`src/design/salc_ram.sv`:
```
// Generic single-write, single-read RAM with registered read data.
// No package dependencies.
`timescale 1ns / 1ps
`default_nettype none

module salc_ram #(
  parameter int WIDTH = 8,
  parameter int DEPTH = 16,
  parameter int AW    = (DEPTH > 1) ? $clog2(DEPTH) : 1
) (
  input  wire logic             clk,
  input  wire logic             wr_en,
  input  wire logic [AW-1:0]    wr_addr,
  input  wire logic [WIDTH-1:0] wr_data,
  input  wire logic             rd_en,
  input  wire logic [AW-1:0]    rd_addr,
  output logic      [WIDTH-1:0] rd_data
);

  logic [WIDTH-1:0] mem [DEPTH];

  always_ff @(posedge clk) begin
    if (wr_en) begin
      mem[wr_addr] <= wr_data;
    end
    if (rd_en) begin
      rd_data <= mem[rd_addr];
    end
  end

endmodule

`default_nettype wire

```
`config.mk`:
```
export PLATFORM = sky130hd
export DESIGN_NAME = salc_ram
export DESIGN_NICKNAME = d
export VERILOG_FILES = /design/src/design/salc_ram.sv
export SDC_FILE = /design/constraint.sdc
export NUM_CORES = 1
export LEC_CHECK = 0
export ABC_AREA = 1
export ABC_CLOCK_PERIOD_IN_PS = 1100
export BUFFER_PORTS_ARGS = -buffer_cell sky130_fd_sc_hd__buf_2
export CAP_MARGIN = 15
export CORE_ASPECT_RATIO = 1.4
export CORE_MARGIN = 4
export CORE_UTILIZATION = 57
export DETAILED_ROUTE_END_ITERATION = 16
export PLACE_DENSITY = 0.82
export SLEW_MARGIN = 15
export SYNTH_ARGS = -nofsm -noshare
export SYNTH_HDL_FRONTEND = slang
export SYNTH_SLANG_ARGS = --single-unit
```
`constraint.sdc`:
```
create_clock -name clk -period 1.1 [get_ports clk]
set_input_delay 0.055 -clock clk [delete_from_list [all_inputs] [get_ports clk]]
set_output_delay 0.055 -clock clk [all_outputs]
set_load 0.05 [all_outputs]
```
# Word level (Yosys, flattened, before mapping)

Memory sizes are Yosys's and may differ from the RTL's. A register that Yosys moved wholly into a read port is not among the register bits.
Cells that the tools add are included.

RAM bits: 128
Flip-flop bits (word level): 0
Memories kept: 1
Bits in read-only memories: 0
Bits in latches: 0

Memories:

| memory | words | bits a word | read ports | clocked after Yosys merged registers in | write ports | line | source |
|---|---|---|---|---|---|---|---|
| mem    | 16    | 8           | 1          | 1                                       | 1           | 20   | `logic [WIDTH-1:0] mem [DEPTH];` |

Bitwise logic cells: 0
$mul: 0
Shift-type cells: 0
Eq/ne operators: 0
Add/subtract/negate cells: 0
Divide/modulo/power cells: 0
Reduce and logical (&&, ||, !) cells: 0
Muxes and demuxes: 2
Order comparisons: 0

Operator list:

| kind   | count |
|---|---|
| $mux 1 | 2 |

# Longest topological paths before layout

Word-level depth: 2
Depth in mapped cells: 8
Mapped depth without buffers: 7

# Worst setup path before layout

Ideal clock, no wire load.

Path type: input -> register
Start point: input wr_addr[3]
End point: memory mem[4][0] (enable)
Arrival time: 0.636 ns
Slack: 0.094 ns
Buffers on the path: 0
Setup time: 0.370 ns
Stages: 2
Cell sequence: nand3b_1 > nor2_1

RTL lines:

| element         | line | source |
|---|---|---|
| start, declared | 13   | `input wire logic [AW-1:0] wr_addr,` |
| end, declared   | 20   |  |

Straight into the memory's write port.

==> results.yml <==
clock_tree:
  post_cts_buffers: 0
  cts_tree: "built"
  numClockSinks: 136
  clock_insertion_delay_worst_skew_ps: 410
  path_clk_slew_ps: 60
  ctsRootBufferMaster: "sky130_fd_sc_hd__clkbuf_16"
  cts-htree-levels: 4
  tritoncts.num_buffers: 17
  cts-root-to-sink-buffers: 2
worst_setup_path:
  r2r_cells: 6
  critical_path_required_ps: 1270
  setup.worst_path.start: "mem[7][0]"
  ff_to_ff_start: "mem[7][0]"
  cp_data_arrival_time_ps: 1350
  crit_fanout: 1
  critical_path.endpoint_type: "flip-flop"
  criticalPathCategory: "reg -> reg"
  category_of_the_worst_setup_path_launch_point: "flip-flop"
global_routing:
  grt_max_degree: 65
  groute.usage.overall_pct: 24.8
  grt_antenna_before_repair: 0
  grt_pass1_wl_mm: 21.5
  grt_pass1_vias: 4052
  grt_overflow_total: 0
cells_and_area:
  final_design_area_no_fill_um2: 7120
  final_cell_mix: "167 x sky130_fd_sc_hd__nand2_1, 136 x sky130_fd_sc_hd__edfxtp_1, 97 x sky130_fd_sc_hd__inv_1"
  synthToLayoutAreaGrowth_pct: 21.8
  drive_gt1_share_pct: 20.5
  final_nets: 616
  antenna-diode-count: 0
  layout_commonest_cell: "sky130_fd_sc_hd__nand2_1"
route:
  totalWireLength_mm: 14.2
  first_pass_iters: 5
  avgRoutedWirePerCell_um: 19.1
  via_per_inst: 5.63
  drc: 0
  final_antenna_net_count: 0
  initialDrtViolationCount: 464
  via_count: 4196
synthesis:
  post_synth_inst_count: 551
  synth-seq-cells: 136
  synth_cell_types: 11
  netlist_area_um2: 5850
  synth_sequential_area_ratio_pct: 69.8
  synthesis.area_per_instance_um2: 10.6
  synth.net_count: 570
  yosysWarnings: 0
floorplan:
  fp.dieArea_um2: 12000
  chip_height_um: 128
  initial_utilization_pct: 58.7
  num_rows: 43
  die_x_um: 93.6
  placeableCoreArea_um2: 9950
  io_pins: 27
hold_path:
  worstHoldPathType: "in -> reg"
  min_delay_path_depth: 1
  min_from: "wr_data[5]"
timing:
  timing_worst_slew_pin_value_ps: 684
  rsz0062_at_grt: "true"
  finalHoldViolations: 0
  timing.clock.skew_ps: 5.30
  timing.fmax_mhz: 844
  maxSlewHeadroom_pct: 54.3
  final.min_clock_period_ps: 1190
  final_slew_violations: 0
  final-setup-viol-count: 8
  layout_worst_path_cycle_share_pct: 108
  layout_setup_ws_ps: -85.0
  fin_tns_setup_ps: -330
power:
  power_leakage_nw: 3.08
  powerDensity_nw_per_um2: 1830
  power.ir.vdd_worst_mv: 1.28
placement:
  gp_routability_congestion: 0.892
  port-buffer-count: 26
  dpl.hpwl_mm: 8.07
  placed_area_um2: 6210
status:
  violations: "negative setup slack"
  outcome: "complete, but fails checks"
flow_run:
  maxCapViolCount: 0
registers in the layout (all words and copies together) (netlist names):
signal	cells
rd_data	8
mem	128
per-layer routing:
layer / global-route usage [%] / up-vias / part of all wire, %
met5: 0 / - / 0
met4: 15.3 / 0 / 5.6
met3: 5.34 / 57 / 8.1
met2: 42.4 / 265 / 52
met1: 28.2 / 2001 / 34
li1: - / 1873 / -
cell type report:
type                       count  area, µm²
tap                          135        169
clock buffer                  18        429
timing repair buffer          51        392
inverter                     102        383
multi-input combinational    289       1440
clock inverter                14        228
fill                         579       2830
sequential                   136       4080
where the power goes:
part	leakage [nW]	switching (mW)	internal (mW)
registers	1.24	0.0369	5.84
logic	1.53	0.658	0.267
clock network	0.319	2.01	4.23
logic make-up after synthesis:
kind of cell | share of synthesized area (%)
buffers and inverters | 9.39
flip-flops | 69.8
AND/OR/NAND/NOR | 20.8
Yosys cell counts:
library cell | instances | area [µm²]
sky130_fd_sc_hd__buf_1 | 1 | 3.75
sky130_fd_sc_hd__buf_2 | 13 | 65.1
sky130_fd_sc_hd__buf_4 | 4 | 30.0
sky130_fd_sc_hd__buf_6 | 6 | 67.6
sky130_fd_sc_hd__edfxtp_1 | 136 | 4080
sky130_fd_sc_hd__inv_1 | 100 | 375
sky130_fd_sc_hd__inv_2 | 2 | 7.51
sky130_fd_sc_hd__nand2_1 | 173 | 649
sky130_fd_sc_hd__nand3_1 | 97 | 485
sky130_fd_sc_hd__nand3b_1 | 2 | 15.0
sky130_fd_sc_hd__nor2_1 | 17 | 63.8
through the flow:
step           setup slack [ps]  hold WS, ps  util (%)  std cells  power, mW
2_1_floorplan              94.2          154         -        551       6.47
3_3_place_gp               -155          424      62.4        712       6.75
3_5_place_dp               -214          419      62.4        712       6.78
4_1_cts                   -33.4         51.1      70.4        745       13.0
5_1_grt                    -132         58.5      71.6        745       13.4
6_report                  -85.0         58.2      71.6        745       13.0
what timing repair did:
item,in CTS,in global routing
resized for setup,29,28
endpoints found under the hold margin,8,0
hold buffers,1,0
pin swaps,7,15
setup endpoints to repair,11,10
worst max-delay path, stage by stage (launching register included):
cell                       delay [ps]
sky130_fd_sc_hd__edfxtp_1         410
sky130_fd_sc_hd__inv_1             70
sky130_fd_sc_hd__nand2_1           60
sky130_fd_sc_hd__nand3_2          100
sky130_fd_sc_hd__nand3_2          100
sky130_fd_sc_hd__nand3_1          120
sky130_fd_sc_hd__nand2_1           80
worst paths after layout:
check	end	slack, ps
max	rd_data[0]	-90
min	mem[1][5]	60
max reg2reg	rd_data[0]	-90
min reg2reg	rd_data[3]	760
Power figures use the tool's default switching activity.
